File: config.mk
export PLATFORM = sky130hd
export DESIGN_NAME = rtp_h264_h265_nal_depacketizer
export DESIGN_NICKNAME = d
export VERILOG_FILES = /design/src/rtl/core/rtpnal_pkg.sv /design/src/rtl/core/rtpnal_front.sv /design/src/rtl/core/rtpnal_fifo.sv /design/src/rtl/core/rtpnal_back.sv /design/src/rtl/core/rtp_h264_h265_nal_depacketizer.sv
export SDC_FILE = /design/constraint.sdc
export NUM_CORES = 1
export LEC_CHECK = 0
export BUFFER_PORTS_ARGS = -buffer_cell sky130_fd_sc_hd__buf_2
export CAP_MARGIN = 20
export CORE_ASPECT_RATIO = 0.75
export CORE_MARGIN = 4
export CORE_UTILIZATION = 40
export CTS_CLUSTER_DIAMETER = 100
export DETAILED_ROUTE_END_ITERATION = 8
export HOLD_SLACK_MARGIN = 0.1
export SYNTH_ARGS = -nofsm -noshare
export SYNTH_HDL_FRONTEND = slang
export SYNTH_HIERARCHICAL = 1
export SYNTH_SLANG_ARGS = --single-unit
File: constraint.sdc
create_clock -name aclk -period 9.6 [get_ports aclk]
set_clock_uncertainty 0.2 [all_clocks]
set_input_delay 1.92 -clock aclk [delete_from_list [all_inputs] [get_ports aclk]]
set_output_delay 1.92 -clock aclk [all_outputs]
set_load 0.02 [all_outputs]
File: src/rtl/core/rtpnal_pkg.sv
// shared types and constants for the rtp nal depacketizer
package rtpnal_pkg;

    localparam logic [1:0] MODE_DROP = 2'd0;
    localparam logic [1:0] MODE_PASS = 2'd1;
    localparam logic [1:0] MODE_FRAG = 2'd2;

    localparam logic [1:0] KIND_DATA    = 2'd0;
    localparam logic [1:0] KIND_END     = 2'd1;
    localparam logic [1:0] KIND_ABANDON = 2'd2;

    localparam logic [8:0] POS_MAX          = 9'd511;
    localparam logic [7:0] HEADER_LEN_RESET = 8'd12;

    localparam logic [4:0] H264_FU_TYPE    = 5'd28;
    localparam logic [5:0] H265_FU_TYPE    = 6'd49;
    localparam logic [7:0] H264_HDR_MASK   = 8'hE0;
    localparam logic [7:0] H265_HDR_MASK   = 8'h81;
    localparam logic [7:0] H265_SECOND_HDR = 8'h01;
    localparam logic [7:0] START_CODE_ZERO = 8'h00;
    localparam logic [7:0] START_CODE_LAST = 8'h01;
    localparam logic [8:0] H264_FU_POS     = 9'd1;
    localparam logic [8:0] H265_FU_POS     = 9'd2;

    localparam int QDEPTH = 4;
    localparam int QAW    = $clog2(QDEPTH);

    localparam int NSLOTS       = 8;
    localparam int SLOT_ABANDON = 0;
    localparam int SLOT_SC0     = 1;
    localparam int SLOT_SC1     = 2;
    localparam int SLOT_SC2     = 3;
    localparam int SLOT_SC3     = 4;
    localparam int SLOT_BYTE0   = 5;
    localparam int SLOT_BYTE1   = 6;
    localparam int SLOT_END     = 7;

    typedef struct packed {
        logic        abandon;
        logic        start;
        logic [1:0]  nbytes;
        logic [7:0]  byte0;
        logic [7:0]  byte1;
        logic        close;
        logic [31:0] total;
    } rtpnal_cmd_t;

endpackage

File: src/rtl/core/rtpnal_front.sv
// front end: tracks packet position and fragment state, emits at most one command per byte
module rtpnal_front (
    input  logic                    aclk,
    input  logic                    aresetn,
    input  logic                    s_valid,
    output logic                    s_ready,
    input  logic [7:0]              s_data_byte,
    input  logic                    s_first_in_packet,
    input  logic                    s_last_in_packet,
    input  logic                    cfg_valid,
    output logic                    cfg_ready,
    input  logic [7:0]              cfg_data,
    input  logic                    q_full,
    output logic                    q_wr,
    output rtpnal_pkg::rtpnal_cmd_t q_data
);

    logic [7:0]  header_len_reg;
    logic [8:0]  pos_reg, pos_next;
    logic [7:0]  held_reg, held_next;
    logic [1:0]  mode_reg, mode_next;
    logic        hevc_reg, hevc_next;
    logic        end_seen_reg, end_seen_next;
    logic        open_reg, open_next;
    logic [31:0] count_reg, count_next;
    rtpnal_pkg::rtpnal_cmd_t cmd;
    logic        accept;

    assign s_ready   = !q_full;
    assign cfg_ready = 1'b1;
    assign accept    = s_valid && s_ready;

    always_comb begin
        logic [8:0] p;
        logic [8:0] q;
        logic [8:0] fu_pos;
        p             = s_first_in_packet ? 9'd0 : pos_reg;
        q             = p - {1'b0, header_len_reg};
        mode_next     = mode_reg;
        hevc_next     = hevc_reg;
        end_seen_next = end_seen_reg;
        open_next     = open_reg;
        held_next     = held_reg;
        cmd           = '0;

        if (p == 9'd0) begin
            if (mode_next == rtpnal_pkg::MODE_PASS && open_next) begin
                cmd.abandon = 1'b1;
                open_next   = 1'b0;
            end
            mode_next     = rtpnal_pkg::MODE_DROP;
            hevc_next     = 1'b0;
            end_seen_next = 1'b0;
        end

        fu_pos = hevc_next ? rtpnal_pkg::H265_FU_POS : rtpnal_pkg::H264_FU_POS;

        if (p >= {1'b0, header_len_reg}) begin
            if (q == 9'd0) begin
                if (s_data_byte[4:0] == rtpnal_pkg::H264_FU_TYPE) begin
                    mode_next = rtpnal_pkg::MODE_FRAG;
                    hevc_next = 1'b0;
                    held_next = s_data_byte;
                end else if (s_data_byte[6:1] == rtpnal_pkg::H265_FU_TYPE) begin
                    mode_next = rtpnal_pkg::MODE_FRAG;
                    hevc_next = 1'b1;
                    held_next = s_data_byte;
                end else begin
                    if (open_next) begin
                        cmd.abandon = 1'b1;
                    end
                    cmd.start  = 1'b1;
                    cmd.nbytes = 2'd1;
                    cmd.byte0  = s_data_byte;
                    open_next  = 1'b1;
                    mode_next  = rtpnal_pkg::MODE_PASS;
                end
            end else if (mode_next == rtpnal_pkg::MODE_PASS) begin
                cmd.nbytes = 2'd1;
                cmd.byte0  = s_data_byte;
            end else if (mode_next == rtpnal_pkg::MODE_FRAG) begin
                if (q == fu_pos) begin
                    end_seen_next = s_data_byte[6];
                    if (s_data_byte[7]) begin
                        if (open_next) begin
                            cmd.abandon = 1'b1;
                        end
                        cmd.start = 1'b1;
                        if (hevc_next) begin
                            cmd.nbytes = 2'd2;
                            cmd.byte0  = (held_reg & rtpnal_pkg::H265_HDR_MASK)
                                       | {1'b0, s_data_byte[5:0], 1'b0};
                            cmd.byte1  = rtpnal_pkg::H265_SECOND_HDR;
                        end else begin
                            cmd.nbytes = 2'd1;
                            cmd.byte0  = (held_reg & rtpnal_pkg::H264_HDR_MASK)
                                       | {3'b000, s_data_byte[4:0]};
                        end
                        open_next = 1'b1;
                    end else if (!open_next) begin
                        mode_next = rtpnal_pkg::MODE_DROP;
                    end
                end else if (q > fu_pos) begin
                    cmd.nbytes = 2'd1;
                    cmd.byte0  = s_data_byte;
                end
            end
        end

        if (s_last_in_packet) begin
            if ((mode_next == rtpnal_pkg::MODE_PASS && open_next) ||
                (mode_next == rtpnal_pkg::MODE_FRAG && open_next && end_seen_next)) begin
                cmd.close = 1'b1;
                open_next = 1'b0;
            end
            pos_next = 9'd0;
        end else begin
            pos_next = (p == rtpnal_pkg::POS_MAX) ? rtpnal_pkg::POS_MAX : p + 9'd1;
        end

        count_next = count_reg + {31'd0, cmd.close};
        cmd.total  = count_next;
    end

    assign q_wr   = accept && (cmd.abandon || cmd.start || cmd.nbytes != 2'd0 || cmd.close);
    assign q_data = cmd;

    always_ff @(posedge aclk) begin
        if (!aresetn) begin
            header_len_reg <= rtpnal_pkg::HEADER_LEN_RESET;
            pos_reg        <= '0;
            held_reg       <= '0;
            mode_reg       <= rtpnal_pkg::MODE_DROP;
            hevc_reg       <= 1'b0;
            end_seen_reg   <= 1'b0;
            open_reg       <= 1'b0;
            count_reg      <= '0;
        end else begin
            if (cfg_valid && cfg_ready) begin
                header_len_reg <= cfg_data;
            end
            if (accept) begin
                pos_reg      <= pos_next;
                held_reg     <= held_next;
                mode_reg     <= mode_next;
                hevc_reg     <= hevc_next;
                end_seen_reg <= end_seen_next;
                open_reg     <= open_next;
                count_reg    <= count_next;
            end
        end
    end

endmodule

File: src/rtl/core/rtpnal_fifo.sv
// small command queue between front and back end
module rtpnal_fifo (
    input  logic                    aclk,
    input  logic                    aresetn,
    input  logic                    wr_en,
    input  rtpnal_pkg::rtpnal_cmd_t wr_data,
    output logic                    full,
    input  logic                    rd_en,
    output rtpnal_pkg::rtpnal_cmd_t rd_data,
    output logic                    not_empty
);

    rtpnal_pkg::rtpnal_cmd_t       mem_reg [rtpnal_pkg::QDEPTH];
    logic [rtpnal_pkg::QAW-1:0]    wr_ptr_reg, rd_ptr_reg;
    logic [rtpnal_pkg::QAW:0]      count_reg, count_next;
    logic                          do_wr, do_rd;

    localparam logic [rtpnal_pkg::QAW:0] DEPTH_CNT = (rtpnal_pkg::QAW + 1)'(rtpnal_pkg::QDEPTH);

    assign full      = count_reg == DEPTH_CNT;
    assign not_empty = count_reg != '0;
    assign do_wr     = wr_en && !full;
    assign do_rd     = rd_en && not_empty;
    assign rd_data   = mem_reg[rd_ptr_reg];

    always_comb begin
        count_next = count_reg;
        if (do_wr && !do_rd) begin
            count_next = count_reg + 1'b1;
        end else if (do_rd && !do_wr) begin
            count_next = count_reg - 1'b1;
        end
    end

    always_ff @(posedge aclk) begin
        if (do_wr) begin
            mem_reg[wr_ptr_reg] <= wr_data;
        end
    end

    always_ff @(posedge aclk) begin
        if (!aresetn) begin
            wr_ptr_reg <= '0;
            rd_ptr_reg <= '0;
            count_reg  <= '0;
        end else begin
            if (do_wr) begin
                wr_ptr_reg <= wr_ptr_reg + 1'b1;
            end
            if (do_rd) begin
                rd_ptr_reg <= rd_ptr_reg + 1'b1;
            end
            count_reg <= count_next;
        end
    end

endmodule

File: src/rtl/core/rtpnal_back.sv
// back end: expands each command into result beats, one per cycle while m_ready does not stall the output
module rtpnal_back (
    input  logic                    aclk,
    input  logic                    aresetn,
    input  logic                    q_not_empty,
    input  rtpnal_pkg::rtpnal_cmd_t q_data,
    output logic                    q_rd,
    output logic                    m_valid,
    input  logic                    m_ready,
    output logic [7:0]              m_out_byte,
    output logic [1:0]              m_out_kind,
    output logic                    m_nal_end,
    output logic [31:0]             m_nal_total
);

    rtpnal_pkg::rtpnal_cmd_t          cur_reg, cur_next;
    logic [rtpnal_pkg::NSLOTS-1:0]    mask_reg, mask_next;
    logic                             valid_reg, valid_next;
    logic [7:0]                       byte_reg, byte_next;
    logic [1:0]                       kind_reg, kind_next;
    logic                             end_reg, end_next;
    logic [31:0]                      total_reg, total_next;
    logic                             load_out;

    function automatic logic [rtpnal_pkg::NSLOTS-1:0] cmd_mask(rtpnal_pkg::rtpnal_cmd_t c);
        logic [rtpnal_pkg::NSLOTS-1:0] m;
        m = '0;
        m[rtpnal_pkg::SLOT_ABANDON] = c.abandon;
        m[rtpnal_pkg::SLOT_SC0]     = c.start;
        m[rtpnal_pkg::SLOT_SC1]     = c.start;
        m[rtpnal_pkg::SLOT_SC2]     = c.start;
        m[rtpnal_pkg::SLOT_SC3]     = c.start;
        m[rtpnal_pkg::SLOT_BYTE0]   = c.nbytes != 2'd0;
        m[rtpnal_pkg::SLOT_BYTE1]   = c.nbytes == 2'd2;
        m[rtpnal_pkg::SLOT_END]     = c.close && c.nbytes == 2'd0;
        return m;
    endfunction

    assign load_out = !valid_reg || m_ready;

    always_comb begin
        logic [rtpnal_pkg::NSLOTS-1:0] sel_mask;
        logic [rtpnal_pkg::NSLOTS-1:0] low;
        logic [rtpnal_pkg::NSLOTS-1:0] rem;
        rtpnal_pkg::rtpnal_cmd_t       sel;
        logic                          data_end;
        q_rd = 1'b0;
        if (mask_reg != '0) begin
            sel_mask = mask_reg;
            sel      = cur_reg;
        end else begin
            sel_mask = q_not_empty ? cmd_mask(q_data) : '0;
            sel      = q_data;
            q_rd     = q_not_empty && load_out;
        end
        low      = sel_mask & (~sel_mask + 1'b1);
        rem      = sel_mask & ~low;
        data_end = sel.close && rem[rtpnal_pkg::SLOT_BYTE1:rtpnal_pkg::SLOT_SC0] == '0;

        cur_next   = cur_reg;
        mask_next  = mask_reg;
        valid_next = valid_reg;
        byte_next  = byte_reg;
        kind_next  = kind_reg;
        end_next   = end_reg;
        total_next = total_reg;

        if (load_out) begin
            valid_next = sel_mask != '0;
            mask_next  = rem;
            cur_next   = sel;
            total_next = sel.total;
            byte_next  = rtpnal_pkg::START_CODE_ZERO;
            kind_next  = rtpnal_pkg::KIND_DATA;
            end_next   = 1'b0;
            priority if (low[rtpnal_pkg::SLOT_ABANDON]) begin
                kind_next = rtpnal_pkg::KIND_ABANDON;
            end else if (low[rtpnal_pkg::SLOT_SC3]) begin
                byte_next = rtpnal_pkg::START_CODE_LAST;
            end else if (low[rtpnal_pkg::SLOT_BYTE0]) begin
                byte_next = sel.byte0;
                end_next  = data_end;
            end else if (low[rtpnal_pkg::SLOT_BYTE1]) begin
                byte_next = sel.byte1;
                end_next  = data_end;
            end else if (low[rtpnal_pkg::SLOT_END]) begin
                kind_next = rtpnal_pkg::KIND_END;
                end_next  = 1'b1;
            end else begin
                byte_next = rtpnal_pkg::START_CODE_ZERO;
            end
        end
    end

    always_ff @(posedge aclk) begin
        if (!aresetn) begin
            mask_reg  <= '0;
            valid_reg <= 1'b0;
        end else begin
            mask_reg  <= mask_next;
            valid_reg <= valid_next;
        end
    end

    always_ff @(posedge aclk) begin
        cur_reg   <= cur_next;
        byte_reg  <= byte_next;
        kind_reg  <= kind_next;
        end_reg   <= end_next;
        total_reg <= total_next;
    end

    assign m_valid     = valid_reg;
    assign m_out_byte  = byte_reg;
    assign m_out_kind  = kind_reg;
    assign m_nal_end   = end_reg;
    assign m_nal_total = total_reg;

endmodule

File: src/rtl/core/rtp_h264_h265_nal_depacketizer.sv
// top level: rtp h.264 / h.265 depacketizer to an annex b byte stream
// path: the first result of a byte is written to the command queue, then to the output register, before m_valid
// throughput: one input beat per cycle while the 4-entry command queue has room;
// the output register moves one result beat per cycle while m_ready does not stall it;
// one byte can yield up to 7 result beats (abandon, start code plus header)
// reset: synchronous active low; clears packet and nal state, count, queue, header_len to 12
module rtp_h264_h265_nal_depacketizer (
    input  logic        aclk,
    input  logic        aresetn,
    input  logic        s_valid,
    output logic        s_ready,
    input  logic [7:0]  s_data_byte,
    input  logic        s_first_in_packet,
    input  logic        s_last_in_packet,
    input  logic        cfg_valid,
    output logic        cfg_ready,
    input  logic [7:0]  cfg_data,
    output logic        m_valid,
    input  logic        m_ready,
    output logic [7:0]  m_out_byte,
    output logic [1:0]  m_out_kind,
    output logic        m_nal_end,
    output logic [31:0] m_nal_total
);

    rtpnal_pkg::rtpnal_cmd_t wr_cmd, rd_cmd;
    logic q_wr, q_full, q_rd, q_not_empty;

    rtpnal_front u_front (
        .aclk              (aclk),
        .aresetn           (aresetn),
        .s_valid           (s_valid),
        .s_ready           (s_ready),
        .s_data_byte       (s_data_byte),
        .s_first_in_packet (s_first_in_packet),
        .s_last_in_packet  (s_last_in_packet),
        .cfg_valid         (cfg_valid),
        .cfg_ready         (cfg_ready),
        .cfg_data          (cfg_data),
        .q_full            (q_full),
        .q_wr              (q_wr),
        .q_data            (wr_cmd)
    );

    rtpnal_fifo u_fifo (
        .aclk      (aclk),
        .aresetn   (aresetn),
        .wr_en     (q_wr),
        .wr_data   (wr_cmd),
        .full      (q_full),
        .rd_en     (q_rd),
        .rd_data   (rd_cmd),
        .not_empty (q_not_empty)
    );

    rtpnal_back u_back (
        .aclk        (aclk),
        .aresetn     (aresetn),
        .q_not_empty (q_not_empty),
        .q_data      (rd_cmd),
        .q_rd        (q_rd),
        .m_valid     (m_valid),
        .m_ready     (m_ready),
        .m_out_byte  (m_out_byte),
        .m_out_kind  (m_out_kind),
        .m_nal_end   (m_nal_end),
        .m_nal_total (m_nal_total)
    );

    a_end_kind_closes: assert property (@(posedge aclk) disable iff (!aresetn)
        m_valid && m_out_kind == rtpnal_pkg::KIND_END |-> m_nal_end && m_out_byte == 8'd0)
        else $error("end beat without nal_end");

    a_abandon_clean: assert property (@(posedge aclk) disable iff (!aresetn)
        m_valid && m_out_kind == rtpnal_pkg::KIND_ABANDON |-> !m_nal_end && m_out_byte == 8'd0)
        else $error("abandon beat carries data or end");

    a_no_write_when_full: assert property (@(posedge aclk) disable iff (!aresetn)
        q_full |-> !q_wr)
        else $error("queue written while full");

    a_pop_only_with_data: assert property (@(posedge aclk) disable iff (!aresetn)
        q_rd |-> q_not_empty)
        else $error("queue read while empty");

endmodule

==> flow_summary.ini <==
[cts]
cts_buffers = 37
ctsResizeCount = 0
cts-root-buf = clkbuf_16
clk_pin_slew_ns = 0.06
cts.path.max_buffers = 3
clock-sinks = 347
clock_latency_ns = 0.53
cts_setup_buffers = 0
postCtsHoldBufs = 0
htreeDepth = 2
cts_tree = built

[grt]
antenna_found_initial = 1
track_usage_pct = 14.4
grt_pass1_wl_um = 50100
grt_max_degree = 78
grt_pass1_vias = 8863
grt_overflow = 0

[sta]
holdWs_ns = 0.290
tightest_slew_ns = 0.948
layout_setup_ws_ns = 1.60
fin_tns_setup_ns = 0
relSlewSlack_pct = 36.6
hold_viol_final = 0
drv_slew = 0
max_freq_mhz = 125
rsz0062_at_grt = no
final-setup-viol-count = 0
finalCritPeriodShare_pct = 83.4
period_needed_ns = 8.00

[setup_path]
start_kind = input port
crit_required_ns = 9.82
critPathSlowestCell = nor3_1
path_class = input port to register
timing.critical_path.slowest_cell_delay_ns = 0.48
rrSetupSlack_ns = 2.81
arrival_ns = 8.22
end_kind = register
path_common_cell = and3_1
path_max_fanout = 27

[floorplan]
die_area_mm2 = 0.0428
rows = 62
initial_core_util_pct = 40.9
die_w_um = 238
core_area_mm2 = 0.0386
io_pins = 69
die_y_um = 180

[layout]
drive_gt1_share_pct = 18.9
final_cell_mix = edfxtp_1 (272), nand2_1 (90), dfxtp_1 (73)
regArea_mm2 = 0.00968
multi_input_area_mm2 = 0.00544
fin_util_pct = 45.1
largest_register_ffs = 212
layout_commonest_cell = edfxtp_1
final_nets = 1208
final_cell_count_no_fill = 1708
area_delta_synth_final_pct = 10.3
num_antenna_cells = 0
n_fill_cell = 3492

[detailed_routing]
drc_errors = 0
vias = 8948
dr.pass1.iters = 5
ant_nets = 0
viasPerCell = 5.24
wl_per_cell_um = 18.1
drtIter0Drc = 571
drt-total-wl_um = 31000

[logic_synthesis]
synth_edf_count = 272
ys_seq_elements = 347
synthCells = 1139
ys_async_sr_fraction_pct = 0
synth-main-ff-cell = edfxtp_1
synth_top_area_share_pct = 51.7
synth_area_per_cell_um2 = 13.9
syn_area_mm2 = 0.0158
synth_largest_area_cell = edfxtp_1
yosysWarnings = 6
yosysUniqueCellTypes = 83
synth-seq-area-share_pct = 61.2
synth_area_leaders = edfxtp_1 (52%), dfxtp_1 (9.5%), mux4_2 (7.5%)

[placed_design]
globalplace.congestion = 0.835
place_hpwl_um = 19500
place_ws_ns = 1.17
post-place-cells = 1640
io_buffer_count = 67

[worst_hold_path]
min_path_type = register to register

[status]
status = finished clean

[power]
powerDensity_mw_per_mm2 = 173
leakage_nw = 5.80
ir_worst_vdd_v = 0.0000985

[run]
maxCapViolations = 0
==> critical path, delay by kind of cell <==
| kind | cells | cell delay [ns] |
|---|---|---|
| and+or+nand+nor | 17 | 4.52 |
| buffers and inverters | 2 | 0.42 |
| adders and majority gates | 3 | 0.89 |
| xor gates and xnor gates | 2 | 0.26 |
| AOI/OAI and AO/OA | 1 | 0.18 |
==> area by class of cell <==
cell class                 instances  share of cell area [%]
clock inverter                    14                   0.696
clock buffer                      54                    5.91
tap                              512                    3.67
timing repair buffer              80                    2.48
multi-input combinational        676                    31.2
sequential                       347                    55.5
inverter                          25                   0.538
==> per-stage QoR <==
step / power (mW) / cell area (um2)
2_1_floorplan: 1.68 / 15800
3_3_place_gp: 1.70 / 16300
3_5_place_dp: 1.70 / 16300
4_1_cts: 3.06 / 17400
5_1_grt: 3.13 / 17400
6_report: 3.01 / 17400
==> final timing paths <==
| kind | cells past startpoint | end | from |
|---|---|---|---|
| worst max-delay path | 25 | u_front/count_reg[31]$_SDFFE_PN0P_ | s_first_in_packet |
| worst min-delay path | 2 | u_front/hevc_reg$_SDFFE_PN0P_ | u_front/hevc_reg$_SDFFE_PN0P_ |
| worst max register to register | 24 | u_front/count_reg[31]$_SDFFE_PN0P_ | u_front/pos_reg[5]$_SDFFE_PN0P_ |
| worst min register to register | 2 | u_front/hevc_reg$_SDFFE_PN0P_ | u_front/hevc_reg$_SDFFE_PN0P_ |
==> synth_stat cells (3+ instances only) <==
| master | n |
|---|---|
| nor4b_1 | 3 |
| o211ai_1 | 3 |
| mux2i_1 | 21 |
| a21oi_1 | 17 |
| buf_12 | 5 |
| buf_6 | 4 |
| a21boi_0 | 21 |
| a31oi_1 | 8 |
| clkbuf_1 | 33 |
| nand2b_1 | 11 |
| nor3_1 | 15 |
| mux4_2 | 53 |
| or2_2 | 3 |
| buf_4 | 42 |
| or3_1 | 17 |
| o21ai_0 | 40 |
| nor3b_1 | 7 |
| nand3b_1 | 3 |
| nand2_1 | 90 |
| nor2b_1 | 28 |
| nand4_1 | 12 |
| o221ai_1 | 3 |
| nor2_1 | 40 |
| nor4bb_1 | 3 |
| and2_1 | 33 |
| and3_1 | 46 |
| buf_2 | 11 |
| a22oi_1 | 7 |
| nor2_2 | 3 |
| xnor2_1 | 46 |
| nor4_1 | 6 |
| a32o_1 | 10 |
| nand3_1 | 24 |
| dfxtp_1 | 75 |
| ha_1 | 16 |
| edfxtp_1 | 272 |
| xor2_1 | 20 |
| mux2_2 | 8 |
| inv_1 | 24 |
==> cells by family after synthesis <==
logic type | synth area share, %
xor gates and xnor gates | 3.83
buffers and inverters | 4.69
and+or+nand+nor | 13.0
other | 0.0475
DFF | 61.2
muxes | 9.45
AOI/OAI and AO/OA | 6.17
adders and majority gates | 1.65
==> layer usage <==
metal	track usage, %	wire [um]
met5	0	13
met2	22.0	13900
met4	3.10	492
met1	21.5	15000
met3	2.78	1570
==> power breakdown <==
part	total (mW)	internal, mW	leakage [nW]	switching [mW]
logic	0.0591	0.0224	2.15	0.0367
registers	1.61	1.60	3.09	0.00378
clock network	1.35	0.780	0.558	0.570
total	3.01	2.40	5.80	0.610
No activity file was read; power rests on OpenSTA's default activity.
